**src/hw/rtl/weekly_event_table_scheduler_assert.svh**
```systemverilog
// assertion macros for the weekly event table scheduler
`ifndef WEEKLY_EVENT_TABLE_SCHEDULER_ASSERT_SVH
`define WEEKLY_EVENT_TABLE_SCHEDULER_ASSERT_SVH

// same-cycle implication, checked on every rising clock edge outside reset
`define WETS_ASSERT_SAME(lbl, ante, cons, msg) \
   lbl: assert property (@(posedge clock) disable iff (reset) (ante) |-> (cons)) \
      else $error(msg);

// next-cycle implication
`define WETS_ASSERT_NEXT(lbl, ante, cons, msg) \
   lbl: assert property (@(posedge clock) disable iff (reset) (ante) |=> (cons)) \
      else $error(msg);

`endif

```
**src/hw/rtl/wets_pkg.sv**
```systemverilog
// types, codes and helpers shared by the weekly event table scheduler
package wets_pkg;

   localparam int TABLE_ENTRIES_DEF = 16;
   localparam int OUT_LIMIT         = 16;
   localparam int HITS_W            = $clog2(OUT_LIMIT);
   localparam logic [5:0] ID_MAX    = 6'd31;

   localparam logic [1:0] REQ_SCHED_ON  = 2'd0;
   localparam logic [1:0] REQ_SCHED_OFF = 2'd1;
   localparam logic [1:0] REQ_REMOVE    = 2'd2;
   localparam logic [1:0] REQ_TICK      = 2'd3;

   localparam logic [1:0] STATUS_OK     = 2'd0;
   localparam logic [1:0] STATUS_BOUNDS = 2'd1;
   localparam logic [1:0] STATUS_FULL   = 2'd2;

   localparam logic [3:0] DAY_SUN     = 4'd0;
   localparam logic [3:0] DAY_MON     = 4'd1;
   localparam logic [3:0] DAY_FRI     = 4'd5;
   localparam logic [3:0] DAY_SAT     = 4'd6;
   localparam logic [3:0] DAY_EVERY   = 4'd7;
   localparam logic [3:0] DAY_WEEKDAY = 4'd8;
   localparam logic [3:0] DAY_WEEKEND = 4'd9;

   typedef struct packed {
      logic [1:0]  req_type;
      logic [5:0]  light_id;
      logic [3:0]  day_code;
      logic [10:0] minute_of_day;
   } req_payload_type;

   typedef struct packed {
      logic [1:0] status;
      logic       cmd_valid;
      logic       cmd_on;
      logic [4:0] cmd_light_id;
      logic       last;
   } rsp_payload_type;

   typedef struct packed {
      logic [4:0]  light_id;
      logic [3:0]  day_code;
      logic [10:0] minute;
      logic        turn_on;
   } entry_type;

   typedef enum logic [1:0] {
      ST_IDLE,
      ST_SCAN,
      ST_FLUSH
   } state_type;

   function automatic logic day_match(logic [3:0] code, logic [3:0] today);
      logic hit;
      hit = (code == DAY_EVERY) || (code == today) ||
            ((code == DAY_WEEKEND) && ((today == DAY_SAT) || (today == DAY_SUN))) ||
            ((code == DAY_WEEKDAY) && (today >= DAY_MON) && (today <= DAY_FRI));
      return hit;
   endfunction

endpackage

```
**src/hw/rtl/wets_if.sv**
```systemverilog
// valid/ready channel interfaces for requests and responses
interface wets_req_if;
   logic                      valid;
   logic                      ready;
   wets_pkg::req_payload_type payload;

   modport source (output valid, output payload, input ready);
   modport sink   (input valid, input payload, output ready);
endinterface

interface wets_rsp_if;
   logic                      valid;
   logic                      ready;
   wets_pkg::rsp_payload_type payload;

   modport source (output valid, output payload, input ready);
   modport sink   (input valid, input payload, output ready);
endinterface

```
**src/hw/rtl/weekly_event_table_scheduler.sv**
```systemverilog
// light schedule table: insert, remove and per-minute due scan, one entry per cycle while not stalled
// a schedule with an id above 31 skips the scan and answers from the flush state; other
// requests scan the table one entry per cycle through the registered memory read; the scan
// holds on a second due entry, and the final response waits, while the response side stalls
// one transaction at a time: a new request is taken only in idle
// reset clears the entry valid bits and the state, counter and valid flags; no clearing pass
module weekly_event_table_scheduler #(
   parameter int TABLE_ENTRIES = wets_pkg::TABLE_ENTRIES_DEF
) (
   input logic      clock,
   input logic      reset,
   wets_req_if.sink   req_chan,
   wets_rsp_if.source rsp_chan
);
   import wets_pkg::*;

   localparam int IW = (TABLE_ENTRIES > 1) ? $clog2(TABLE_ENTRIES) : 1;
   localparam int CW = $clog2(TABLE_ENTRIES + 1);

   state_type state_ff, state_in;

   // latched request
   logic [1:0]  op_ff;
   logic [5:0]  lid_ff;
   logic [3:0]  day_ff;
   logic [10:0] min_ff;

   // scan pipeline
   logic [CW-1:0] cnt_ff, cnt_in;
   logic          chk_vld_ff, chk_vld_in;
   logic [IW-1:0] chk_idx_ff, chk_idx_in;
   entry_type     rd_data_ff;

   // pending due entry, held until we know whether it is the final one
   logic              pend_vld_ff, pend_vld_in;
   logic              pend_on_ff, pend_on_in;
   logic [4:0]        pend_id_ff, pend_id_in;
   logic [HITS_W-1:0] hits_ff, hits_in;
   logic [1:0]        fin_status_ff, fin_status_in;

   logic            out_vld_ff, out_vld_in;
   rsp_payload_type out_ff, out_in;

   logic [TABLE_ENTRIES-1:0] valid_ff;
   entry_type                mem_ram [TABLE_ENTRIES];

   logic req_fire, out_free, oob;
   logic is_sched, cur_vld, sched_free, rm_hit, tk_hit, at_end, stall, done;
   logic rd_en, wr_en, clr_en;

   assign req_chan.ready   = (state_ff == ST_IDLE);
   assign req_fire         = req_chan.valid && req_chan.ready;
   assign rsp_chan.valid   = out_vld_ff;
   assign rsp_chan.payload = out_ff;
   assign out_free         = !out_vld_ff || rsp_chan.ready;

   assign oob = ((req_chan.payload.req_type == REQ_SCHED_ON) ||
                 (req_chan.payload.req_type == REQ_SCHED_OFF)) &&
                (req_chan.payload.light_id > ID_MAX);

   // check stage: entry at chk_idx_ff against the latched request
   assign is_sched   = (op_ff == REQ_SCHED_ON) || (op_ff == REQ_SCHED_OFF);
   assign cur_vld    = valid_ff[chk_idx_ff];
   assign sched_free = is_sched && !cur_vld;
   assign rm_hit     = (op_ff == REQ_REMOVE) && cur_vld &&
                       ({1'b0, rd_data_ff.light_id} == lid_ff) &&
                       (rd_data_ff.day_code == day_ff) && (rd_data_ff.minute == min_ff);
   assign tk_hit     = (op_ff == REQ_TICK) && cur_vld &&
                       day_match(rd_data_ff.day_code, day_ff) &&
                       (rd_data_ff.minute == min_ff);
   assign at_end     = (chk_idx_ff == IW'(TABLE_ENTRIES - 1));
   // a second due entry needs the output register for the one already pending
   assign stall      = chk_vld_ff && tk_hit && pend_vld_ff && !out_free;
   assign done       = chk_vld_ff && !stall &&
                       (sched_free || rm_hit || at_end ||
                        (tk_hit && (hits_ff == HITS_W'(OUT_LIMIT - 1))));

   // next state
   always_comb begin
      state_in = state_ff;
      case (state_ff)
         ST_IDLE: begin
            if (req_fire) state_in = oob ? ST_FLUSH : ST_SCAN;
         end
         ST_SCAN: begin
            if (done) state_in = ST_FLUSH;
         end
         ST_FLUSH: begin
            if (out_free) state_in = ST_IDLE;
         end
         default: state_in = ST_IDLE;
      endcase
   end

   // datapath and control outputs
   always_comb begin
      cnt_in        = cnt_ff;
      chk_vld_in    = chk_vld_ff;
      chk_idx_in    = chk_idx_ff;
      pend_vld_in   = pend_vld_ff;
      pend_on_in    = pend_on_ff;
      pend_id_in    = pend_id_ff;
      hits_in       = hits_ff;
      fin_status_in = fin_status_ff;
      out_vld_in    = out_vld_ff && !rsp_chan.ready;
      out_in        = out_ff;
      rd_en         = 1'b0;
      wr_en         = 1'b0;
      clr_en        = 1'b0;
      case (state_ff)
         ST_IDLE: begin
            if (req_fire) begin
               cnt_in        = '0;
               chk_vld_in    = 1'b0;
               pend_vld_in   = 1'b0;
               hits_in       = '0;
               fin_status_in = oob ? STATUS_BOUNDS : STATUS_OK;
            end
         end
         ST_SCAN: begin
            if (!stall) begin
               rd_en      = (cnt_ff < CW'(TABLE_ENTRIES));
               chk_vld_in = rd_en;
               chk_idx_in = cnt_ff[IW-1:0];
               if (rd_en) cnt_in = cnt_ff + CW'(1);
               if (chk_vld_ff) begin
                  wr_en  = sched_free;
                  clr_en = rm_hit;
                  if (tk_hit) begin
                     if (pend_vld_ff) begin
                        out_vld_in          = 1'b1;
                        out_in.status       = STATUS_OK;
                        out_in.cmd_valid    = 1'b1;
                        out_in.cmd_on       = pend_on_ff;
                        out_in.cmd_light_id = pend_id_ff;
                        out_in.last         = 1'b0;
                     end
                     pend_vld_in = 1'b1;
                     pend_on_in  = rd_data_ff.turn_on;
                     pend_id_in  = rd_data_ff.light_id;
                     hits_in     = hits_ff + HITS_W'(1);
                  end
                  if (at_end && is_sched && !sched_free) fin_status_in = STATUS_FULL;
               end
            end
         end
         ST_FLUSH: begin
            if (out_free) begin
               out_vld_in  = 1'b1;
               pend_vld_in = 1'b0;
               if (pend_vld_ff) begin
                  out_in.status       = STATUS_OK;
                  out_in.cmd_valid    = 1'b1;
                  out_in.cmd_on       = pend_on_ff;
                  out_in.cmd_light_id = pend_id_ff;
               end else begin
                  out_in.status       = fin_status_ff;
                  out_in.cmd_valid    = 1'b0;
                  out_in.cmd_on       = 1'b0;
                  out_in.cmd_light_id = '0;
               end
               out_in.last = 1'b1;
            end
         end
         default: begin
         end
      endcase
   end

   always_ff @(posedge clock) begin
      if (reset) begin
         state_ff    <= ST_IDLE;
         cnt_ff      <= '0;
         chk_vld_ff  <= 1'b0;
         pend_vld_ff <= 1'b0;
         hits_ff     <= '0;
         out_vld_ff  <= 1'b0;
      end else begin
         state_ff    <= state_in;
         cnt_ff      <= cnt_in;
         chk_vld_ff  <= chk_vld_in;
         pend_vld_ff <= pend_vld_in;
         hits_ff     <= hits_in;
         out_vld_ff  <= out_vld_in;
      end
   end

   always_ff @(posedge clock) begin
      if (req_fire) begin
         op_ff  <= req_chan.payload.req_type;
         lid_ff <= req_chan.payload.light_id;
         day_ff <= req_chan.payload.day_code;
         min_ff <= req_chan.payload.minute_of_day;
      end
      chk_idx_ff    <= chk_idx_in;
      pend_on_ff    <= pend_on_in;
      pend_id_ff    <= pend_id_in;
      fin_status_ff <= fin_status_in;
      out_ff        <= out_in;
   end

   // entry table
   always_ff @(posedge clock) begin
      if (wr_en) begin
         mem_ram[chk_idx_ff] <= '{light_id: lid_ff[4:0], day_code: day_ff,
                                  minute: min_ff, turn_on: (op_ff == REQ_SCHED_ON)};
      end
      if (rd_en) rd_data_ff <= mem_ram[cnt_ff[IW-1:0]];
   end

   always_ff @(posedge clock) begin
      if (reset) begin
         valid_ff <= '0;
      end else if (wr_en) begin
         valid_ff[chk_idx_ff] <= 1'b1;
      end else if (clr_en) begin
         valid_ff[chk_idx_ff] <= 1'b0;
      end
   end

`include "weekly_event_table_scheduler_assert.svh"

   `WETS_ASSERT_NEXT(a_fire_leaves_idle, req_fire, state_ff != ST_IDLE,
      "accepted request did not start work")
   `WETS_ASSERT_SAME(a_idle_no_pending, state_ff == ST_IDLE, !pend_vld_ff,
      "pending due entry left behind in idle")
   `WETS_ASSERT_SAME(a_plain_rsp_is_last, out_vld_ff && !out_ff.cmd_valid, out_ff.last,
      "response without command is not final")
   `WETS_ASSERT_SAME(a_table_write_scan, wr_en || clr_en, state_ff == ST_SCAN && chk_vld_ff,
      "table changed outside the scan check stage")

endmodule

```
**src/flat_wrapper.sv**
```systemverilog
// flat-port wrapper written by rule: the top's interface ports become plain ports
module weekly_event_table_scheduler_flat import wets_pkg::*;
#(
   parameter int TABLE_ENTRIES = wets_pkg::TABLE_ENTRIES_DEF
)
  (clock, reset, req_chan_valid, req_chan_payload, req_chan_ready, rsp_chan_valid, rsp_chan_payload, rsp_chan_ready);
  wets_req_if req_chan_i ();
  wets_rsp_if rsp_chan_i ();
  input logic clock;
  input logic reset;
  input wire logic [$bits(req_chan_i.valid)-1:0] req_chan_valid;
  input wire logic [$bits(req_chan_i.payload)-1:0] req_chan_payload;
  output wire logic [$bits(req_chan_i.ready)-1:0] req_chan_ready;
  output wire logic [$bits(rsp_chan_i.valid)-1:0] rsp_chan_valid;
  output wire logic [$bits(rsp_chan_i.payload)-1:0] rsp_chan_payload;
  input wire logic [$bits(rsp_chan_i.ready)-1:0] rsp_chan_ready;
  assign req_chan_i.valid = req_chan_valid;
  assign req_chan_i.payload = req_chan_payload;
  assign req_chan_ready = req_chan_i.ready;
  assign rsp_chan_valid = rsp_chan_i.valid;
  assign rsp_chan_payload = rsp_chan_i.payload;
  assign rsp_chan_i.ready = rsp_chan_ready;
  weekly_event_table_scheduler #(.TABLE_ENTRIES(TABLE_ENTRIES)) u_core (.clock(clock), .reset(reset), .req_chan(req_chan_i), .rsp_chan(rsp_chan_i));
endmodule
```
**config.mk**
```make
export PLATFORM = sky130hd
export DESIGN_NAME = weekly_event_table_scheduler_flat
export DESIGN_NICKNAME = d
export VERILOG_FILES = /design/src/hw/rtl/wets_pkg.sv /design/src/hw/rtl/wets_if.sv /design/src/hw/rtl/weekly_event_table_scheduler.sv /design/src/flat_wrapper.sv
export VERILOG_INCLUDE_DIRS = /design/src /design/src/hw/rtl
export SDC_FILE = /design/constraint.sdc
export NUM_CORES = 1
export LEC_CHECK = 0
export BUFFER_PORTS_ARGS = -buffer_cell sky130_fd_sc_hd__buf_2
export CAP_MARGIN = 20
export CORE_ASPECT_RATIO = 0.9
export CORE_MARGIN = 2
export CORE_UTILIZATION = 30
export DETAILED_ROUTE_END_ITERATION = 10
export GPL_TIMING_DRIVEN = 0
export MAX_ROUTING_LAYER = met4
export PLACE_DENSITY = 0.43
export SYNTH_ARGS = -nofsm -noshare
export SYNTH_HDL_FRONTEND = slang
export SYNTH_SLANG_ARGS = --single-unit
```
**constraint.sdc**
```tcl
create_clock -name clock -period 3.6 [get_ports clock]
set_input_delay 0.72 -clock clock [delete_from_list [all_inputs] [get_ports clock]]
set_output_delay 0.72 -clock clock [all_outputs]
set_load 0.1 [all_outputs]
```
After elaboration in Yosys (flattened, before gate mapping)
Memories as Yosys holds them, arrays and structs flattened. A register that Yosys moved wholly into a read port is not among the register bits.
Cells that the tools add are included.
- register bits: 75
- latch bits: 0
- RAM bits: 336
- ROM bits: 0
- input port bits: 27
- output and inout bits: 12
- memories: 1
- memory list (memory ; words ; width ; rd ports ; clocked after memory_dff ; wr ports ; line ; text):
    u_core.mem_ram ; 16 ; 21 ; 1 ; 1 ; 1 ; weekly_event_table_scheduler.sv:45 ; entry_type mem_ram [TABLE_ENTRIES];
- $add $sub $neg: 2
- multiply operators: 0
- divide/modulo/power cells: 0
- order comparisons: 6
- equal/unequal tests: 24
- shifts and indexed selects: 0
- muxes and demuxes: 57
- bitwise logic cells: 4
- reductions and logical operators: 56
- operators by type and width (cell ; count):
    $mux 10 ; 5
    $mux 16 ; 2
    $mux 1 ; 24
    $logic_and 1x1->1 ; 23
    $pmux 10 s2 ; 1
    $and 16x16->16 ; 1
    $eq 4x4->1 const B ; 4
    $mux 2 ; 8
    $mux 4 ; 4
    $not 16->16 ; 1
    $or 16x16->16 ; 1
    $mux 5 ; 3
    $ne 2x1->1 const B ; 7
    $reduce_and 6->1 ; 2
    $eq 11x11->1 ; 1
    $logic_or 1x1->1 ; 10
    $pmux 5 s2 ; 1
    $reduce_and 5->1 ; 2
    $mux 9 ; 1
    $eq 4x3->1 const B ; 2
    $ge 4x1->1 const B ; 2
    $pmux 4 s2 ; 1
    $reduce_and 4->1 ; 2
    $eq 2x1->1 const B ; 3
    other kinds (24) ; 38

Longest topological paths before layout
Gate-level depths: netlist (run 1).
- word-level depth: 15
- mapped depth: 9
- mapped depth without buffers: 7

Worst setup path before layout (run 1)
No wires, ideal clock.
- path type: register to register
- from: reg u_core.chk_idx_ff[1]
- to: mem u_core.mem_ram[7][0] (netlist name), enable pin
- library setup time: 425 ps
- arrival time: 3485 ps
- data required time: 3175 ps
- slack: -310 ps
- stages on the path, launching flop included: 9
- period minus slack after synthesis: 3910 ps
- path through: edfxtp_1 > buf_6 > mux4_2 > a22oi_2 > nand3_2 > or4_1 > buf_6 > buf_8 > nor3_1
- cells in the longest elaborated chain, start to end: 12
- elaborated cells between the ends (all ways): 15
- RTL lines (item ; line ; text):
    start, declared ; weekly_event_table_scheduler.sv:31 ; logic [IW-1:0] chk_idx_ff, chk_idx_in;
    start signal, assigned ; weekly_event_table_scheduler.sv:195 ; chk_idx_ff <= chk_idx_in;
    $bmux 1 s4 ; weekly_event_table_scheduler.sv:63 ; assign cur_vld = valid_ff[chk_idx_ff];
    $mux 1 (not written as such) ; weekly_event_table_scheduler.sv:63 ;
    $logic_and 1x1->1 (2 in a row) ; weekly_event_table_scheduler.sv:68 ; assign tk_hit = (op_ff == REQ_TICK) && cur_vld &&
    $logic_and 1x1->1 ; weekly_event_table_scheduler.sv:69 ; day_match(rd_data_ff.day_code, day_ff) &&
    $logic_and 1x1->1 (3 in a row) ; weekly_event_table_scheduler.sv:73 ; assign stall = chk_vld_ff && tk_hit && pend_vld_ff && !out_free;
    $mux 1 ; weekly_event_table_scheduler.sv:121 ; if (!stall) begin
    $mux 1 ; weekly_event_table_scheduler.sv:110 ; case (state_ff)
    $mux 1 ; weekly_event_table_scheduler.sv:204 ; if (wr_en) begin
    $mux 1 (not written as such) ; weekly_event_table_scheduler.sv:205 ; mem_ram[chk_idx_ff] <= '{light_id: lid_ff[4:0], day_code: day_ff,
    end, declared ; weekly_event_table_scheduler.sv:45 ;
Parallel ways exist; a longest one is shown, timed or not. The select of a mux whose other input is x is not followed.

Final worst setup path (run 1)
- from: reg u_core.chk_idx_ff[1]
- to: mem u_core.mem_ram[13][9] (netlist name), enable pin
Same word-level chain as after synthesis.

==> results of run 1 <==
[cells in the final DEF, fill, tap and decap left out, types with 11 or more instances in the layout]
cell type    n
clkinv_1    12
buf_2       40
a22oi_1     21
mux2i_1     70
clkbuf_16   47
a21oi_1     32
dfxtp_1     30
nand2_1     46
buf_16      12
nor2_1      14
clkbuf_1    57
a221oi_1    21
edfxtp_1   402
xnor2_1     19
mux4_2      44
and2_1      11
o21ai_0     42
nor2_4      16
mux2_2      16
[where the power goes]
part / total (mW) / switching, mW / leakage [nW] / internal (mW)
Sequential: 6.45 / 0.383 / 3.88 / 6.06
Clock: 4.32 / 1.91 / 0.641 / 2.42
Combinational: 2.31 / 1.54 / 1.79 / 0.766
Total: 13.1 / 3.83 / 6.31 / 9.25
[cell families after synthesis]
| logic type | after synthesis |
|---|---|
| simple gates | 145 |
| mux | 132 |
| compound gates | 171 |
| fa+ha+maj | 6 |
| xor+xnor | 20 |
| buf+inv | 66 |
| flops | 432 |
[worst paths after layout]
path | startpoint | endpoint | slack [ps]
min reg2reg | u_core.rd_data_ff[0] | u_core.pend_on_ff | 430
max reg2reg | u_core.chk_idx_ff[1] | u_core.mem_ram[13][9] | 160
max | u_core.chk_idx_ff[1] | u_core.mem_ram[13][9] | 160
min | req_chan_payload[18] | u_core.lid_ff[3] | 310
[cell usage after synthesis, drive strengths merged, types with 11 or more instances]
| master | number |
|---|---|
| a21oi | 33 |
| a221oi | 21 |
| a22oi | 22 |
| and2 | 11 |
| buf | 15 |
| clkbuf | 40 |
| dfxtp | 30 |
| edfxtp | 402 |
| mux2 | 16 |
| mux2i | 70 |
| mux4 | 46 |
| nand2 | 46 |
| nor2 | 28 |
| o21ai | 42 |
| xnor2 | 19 |
[state kept, by name (all words and copies together), names as in the netlist, 4 cells and up, named ones only]
register,cells
u_core.mem_ram,336
u_core.min_ff,11
u_core.pend_id_ff,5
u_core.hits_ff,4
u_core.lid_ff,6
u_core.chk_idx_ff,4
u_core.rsp_chan.payload,10
u_core.cnt_ff,5
u_core.day_ff,4
u_core.rd_data_ff,21
[routing by layer]
metal,vias up,GRT usage [%],share of wire [%]
met5,-,-,0
met4,0,4.50,2.1
met3,65,2.65,4.7
met2,222,25.1,46
met1,4778,22.8,47
li1,4166,-,-
[cell type report]
| class | count | area [sq um] |
|---|---|---|
| Tap cell | 765 | 957 |
| Timing Repair Buffer | 60 | 668 |
| Buffer | 55 | 245 |
| Clock inverter | 16 | 72.6 |
| Clock buffer | 66 | 1260 |
| Inverter | 11 | 41.3 |
| Multi-Input combinational cell | 477 | 4330 |
| Fill cell | 5384 | 36600 |
| Sequential cell | 432 | 12700 |
[worst max-delay path, stage by stage, from the launching register on]
cell      delay, ps
edfxtp_1        340
buf_6           150
mux4_2          540
a22oi_2         200
nand3_2         160
or4_1           450
buf_6           170
or2_4           330
nor2_2          730
[what timing repair did]
action,in CTS,in global routing
cloned,3,0
endpoints found under the setup margin,79,4
setup buffers,2,3
gates resized for setup,5,1
pin swaps,1,0
==> results.toml, run 1 <==
[clock_tree]
cts_buffers = 47
h-tree-depth = 2
cts_tree = "done"
clock_latency_ps = 580
cts_buffer_depth = 3
cts_sinks = 432
cts.clk_slew.worst_paths_ps = 60
postCtsHoldBufs = 0
cts-root-buf = "clkbuf_16"

[status]
status = "finished clean"

[yosys]
ys_warn_count = 0
synthXorXnorAreaFrac_pct = 1.02
synth_edf_count = 402
synth-adder-area-share_pct = 0.438
synth_flop_cell = "edfxtp_1"
synth_nets = 1005
synth_compound_area_share_pct = 7.11
syn_area_sq_mm = 0.0171
yosysSeqAreaShare_pct = 74.0
ys_seq_elements = 432
muxShareOfSynthArea_pct = 11.2
synth_simple_gate_area_share_pct = 4.59
synth_top_family_by_area = "multiplexers"
async_flop_share_pct = 0
synth_area_per_cell_sq_um = 17.6
synth_top_area_share_pct = 70.4
ys_types = 66
netlist_top_cells_area = "edfxtp_1 (70%), mux4_2 (5.8%), mux2i_1 (4.1%)"
synth_top_cell_by_area = "edfxtp_1"
postSynthCellCount = 972

[power]
p_leak_nw = 6.31
p_per_area_mw_per_mm2 = 646
peakVddDrop_uv = 334
power.total_mw = 13.1

[cells_and_area]
final_area_sq_mm = 0.0202
area_delta_synth_final_pct = 18.2
final-instance-count-excl-fill = 1882
final_nets = 1117
antennaDiodeCount = 0
utilization_pct = 35.6
drive_gt1_share_pct = 19.4

[grt]
grt_overflow_total = 0
grt_max_degree = 22
grt_pass1_wl_um = 67600
antenna_found_initial = 2
grt_pass1_vias = 9376
track_usage_pct = 16.4

[drt]
drtPass1Iterations = 5
vias = 9231
drt_iter0_drc = 657
avgRoutedWirePerCell_um = 24.6
via_per_inst = 4.90
drc = 0
final_antenna_net_count = 0
finalWirelength_um = 46400

[timing]
max_slew_margin_pct = 25.1
holdWs_ps = 313
fmax_mhz = 291
worst_pin_slew_ps = 1120
final.min_clock_period_ps = 3440
fin_worst_skew_ps = 20.7
postLayoutSetupSlackWorst_ps = 160
setup_viol = 0
rsz0062_at_grt = "false"
setup-tns-final_ps = 0
hold_violations = 0
period_share_pct = 95.5
finalMaxSlewViolations = 0

[critical_path]
cp.required_ps = 3800
critical_path_class = "flip-flop to flip-flop"
cp-start-kind = "flip-flop"
end_kind = "flip-flop"
crit_arrival_ps = 3640
crit_fanout = 11
rr_worst_depth = 8

[min_path]
hp-class = "input pin to flip-flop"
hold_depth = 1

[floorplanning]
floorplan.initialDensity_pct = 30.2
die_y_um = 231
ios = 39
core_sq_mm = 0.0568
die_area_sq_mm = 0.0590
die_w_um = 256
placementRows = 83

[placed_design]
dpl.hpwl_um = 29700
place_ws_ps = -346
numPortBuffers = 37
routabilityCongestion = 0.759
dp_cells = 1792
placed_area_sq_mm = 0.0188

[job]
maxCapViolations = 0
Note: power is estimated with default switching activity, not from simulation.
==> inputs of run 2 (changes only) <==
Settings changed: PLACE_DENSITY 0.43 to 0.41.
Clock period 3.6 ns to 3.3 ns, I/O delays scaled along.
==> results.toml, run 2 (same netlist as run 1, synthesis figures left out) <==
[drt]
final_antenna_net_count = 0
drc = 0
finalWirelength_um = 48300
vias = 9510
drt_iter0_drc = 845
drtPass1Iterations = 5
avgRoutedWirePerCell_um = 25.1
via_per_inst = 4.94

[timing]
setup_viol = 0
holdWs_ps = 243
max_slew_margin_pct = 25.2
finalMaxSlewViolations = 0
fmax_mhz = 316
worst_pin_slew_ps = 1120
fin_worst_skew_ps = 19.8
rsz0062_at_grt = "false"
final.min_clock_period_ps = 3160
period_share_pct = 95.8
hold_violations = 0

[clock_tree]
postCtsHoldBufs = 0
clock_latency_ps = 590
cts-root-buf = "clkbuf_16"
cts_tree = "done"
cts_buffers = 48
cts_sinks = 432
cts.clk_slew.worst_paths_ps = 60
cts_buffer_depth = 3
h-tree-depth = 2

[floorplanning]
die_w_um = 256
die_area_sq_mm = 0.0590
placementRows = 83
ios = 39
floorplan.initialDensity_pct = 30.2
core_sq_mm = 0.0568
die_y_um = 231

[cells_and_area]
final_area_sq_mm = 0.0212
drive_gt1_share_pct = 24.5
antennaDiodeCount = 0
area_delta_synth_final_pct = 23.6
final_common_cell = "edfxtp_1"
fillers = 5322
final_nets = 1158
largest_register_ffs = 336
final_cell_mix = "edfxtp_1 (402), mux2i_1 (70), clkbuf_16 (49)"
top_register = "u_core.mem_ram"
largest_registers = "u_core.mem_ram x336, u_core.rd_data_ff x21, u_core.min_ff x11"

[critical_path]
cp-start-kind = "flip-flop"
critical_path_class = "flip-flop to flip-flop"
cp.required_ps = 3520
critPathBufInv = 2
crit_fanout = 10
crit_arrival_ps = 3380
end_kind = "flip-flop"
crit_chain = "buf_6, mux4_2, a22oi_2, nand3_2, or4_1, buf_6, or2_4, nor2_4"
cp_num_cells = 8
rr_worst_depth = 8
cp_top_family = "simple AND/OR/NAND/NOR gates"
critPathSlowestCell = "mux4_2"
cp_slowest_stage_delay_ps = 510
critPathMostFrequentCell = "buf_6"

[min_path]
hp-class = "input pin to flip-flop"
hold_depth = 1

[placed_design]
numPortBuffers = 37
routabilityCongestion = 0.755
placed_area_sq_mm = 0.0188
dpl.hpwl_um = 30100

[power]
p_sw_mw = 4.35
power_frac_clock_pct = 35.8
p_int_mw = 10.8
p_leak_nw = 6.75
power_frac_seq_pct = 46.2
peakVddDrop_uv = 439
netSwitchingFraction_pct = 28.7
p_per_area_mw_per_mm2 = 716
combPwrFrac_pct = 18.1

[grt]
grt_pass1_vias = 9468
grt_pass1_wl_um = 69400
antenna_found_initial = 1
track_usage_pct = 17.0
grt_max_degree = 22
grt_overflow_total = 0

[status]
status = "finished clean"

[job]
maxCapViolations = 0
==> run 2: cell count changes in the layout (fill, tap and decap cells not counted), moves of 3 or more <==
cell,before,now
xnor2_1,19,16
clkdlybuf4s15_2,0,3
clkinv_2,3,9
nor2_4,16,21
buf_12,2,24
buf_1,8,4
clkbuf_2,1,4
clkbuf_1,57,44
bufinv_16,0,6
xnor2_2,0,3
buf_4,3,16
==> run 2: routing by layer <==
layer / track usage (%) / share of wire, % / vias up
met5: - / 0 / -
met4: 4.71 / 2.4 / 0
met3: 2.40 / 5.3 / 82
met2: 25.5 / 45 / 283
met1: 24.2 / 47 / 4894
li1: - / - / 4251
==> run 2: final timing paths <==
check | from | to | slack (ps)
worst max-delay path | u_core.chk_idx_ff[1] | u_core.mem_ram[4][3] | 140
worst min-delay path | req_chan_payload[13] | u_core.day_ff[2] | 240
worst max register to register | u_core.chk_idx_ff[1] | u_core.mem_ram[4][3] | 140
worst min register to register | u_core.rd_data_ff[0] | u_core.pend_on_ff | 430
==> run 2: per-stage QoR <==
| step | setup TNS, ps | std cells | setup slack [ps] | power [mW] | util (%) |
|---|---|---|---|---|---|
| 6_report | 0 | 1926 | 139 | 15.2 | 37.3 |
| 2_1_floorplan | -5080 | 972 | -121 | 8.66 | - |
| 5_1_grt | 0 | 1926 | 44.4 | 15.8 | 37.3 |
| 3_5_place_dp | -75820 | 1790 | -547 | 9.70 | 33.1 |
| 3_3_place_gp | -376320 | 1774 | -1980 | 9.55 | 32.2 |
| 4_1_cts | 0 | 1908 | 24.4 | 15.2 | 36.9 |
==> run 2: power by group through the flow <==
stage	clock (mW)	sequential (mW)	combinational [mW]
detailed placement	0	7.16	2.53
floorplan	0	7.23	1.43
CTS	5.59	7.05	2.60
finish	5.42	7.00	2.74
global route	5.80	7.05	2.94
global placement	0	7.16	2.39
==> run 2: worst register-to-register path: cells and delay by family (launching register included) <==
| kind | cells | cell delay (ps) |
|---|---|---|
| mux | 1 | 510 |
| compound gates | 1 | 210 |
| buf+inv | 2 | 320 |
| flops | 1 | 340 |
| simple gates | 4 | 1420 |
==> run 2: layout make-up <==
class / instances / area [sq um] / share of cell area, %
sequential: 432 / 12700 / 59.8
multi-input combinational: 481 / 4420 / 20.9
clock buffer: 59 / 1280 / 6.06
timing repair buffer: 96 / 1210 / 5.73
tap: 765 / 957 / 4.52
clock inverter: 27 / 314 / 1.48
buffer: 55 / 273 / 1.29
inverter: 11 / 41.3 / 0.195
==> run 2: what timing repair did <==
action,CTS,global route
pin swaps,16,1
cloned,7,0
buffers inserted,25,15
setup endpoints to repair,344,17
resized for setup,21,6
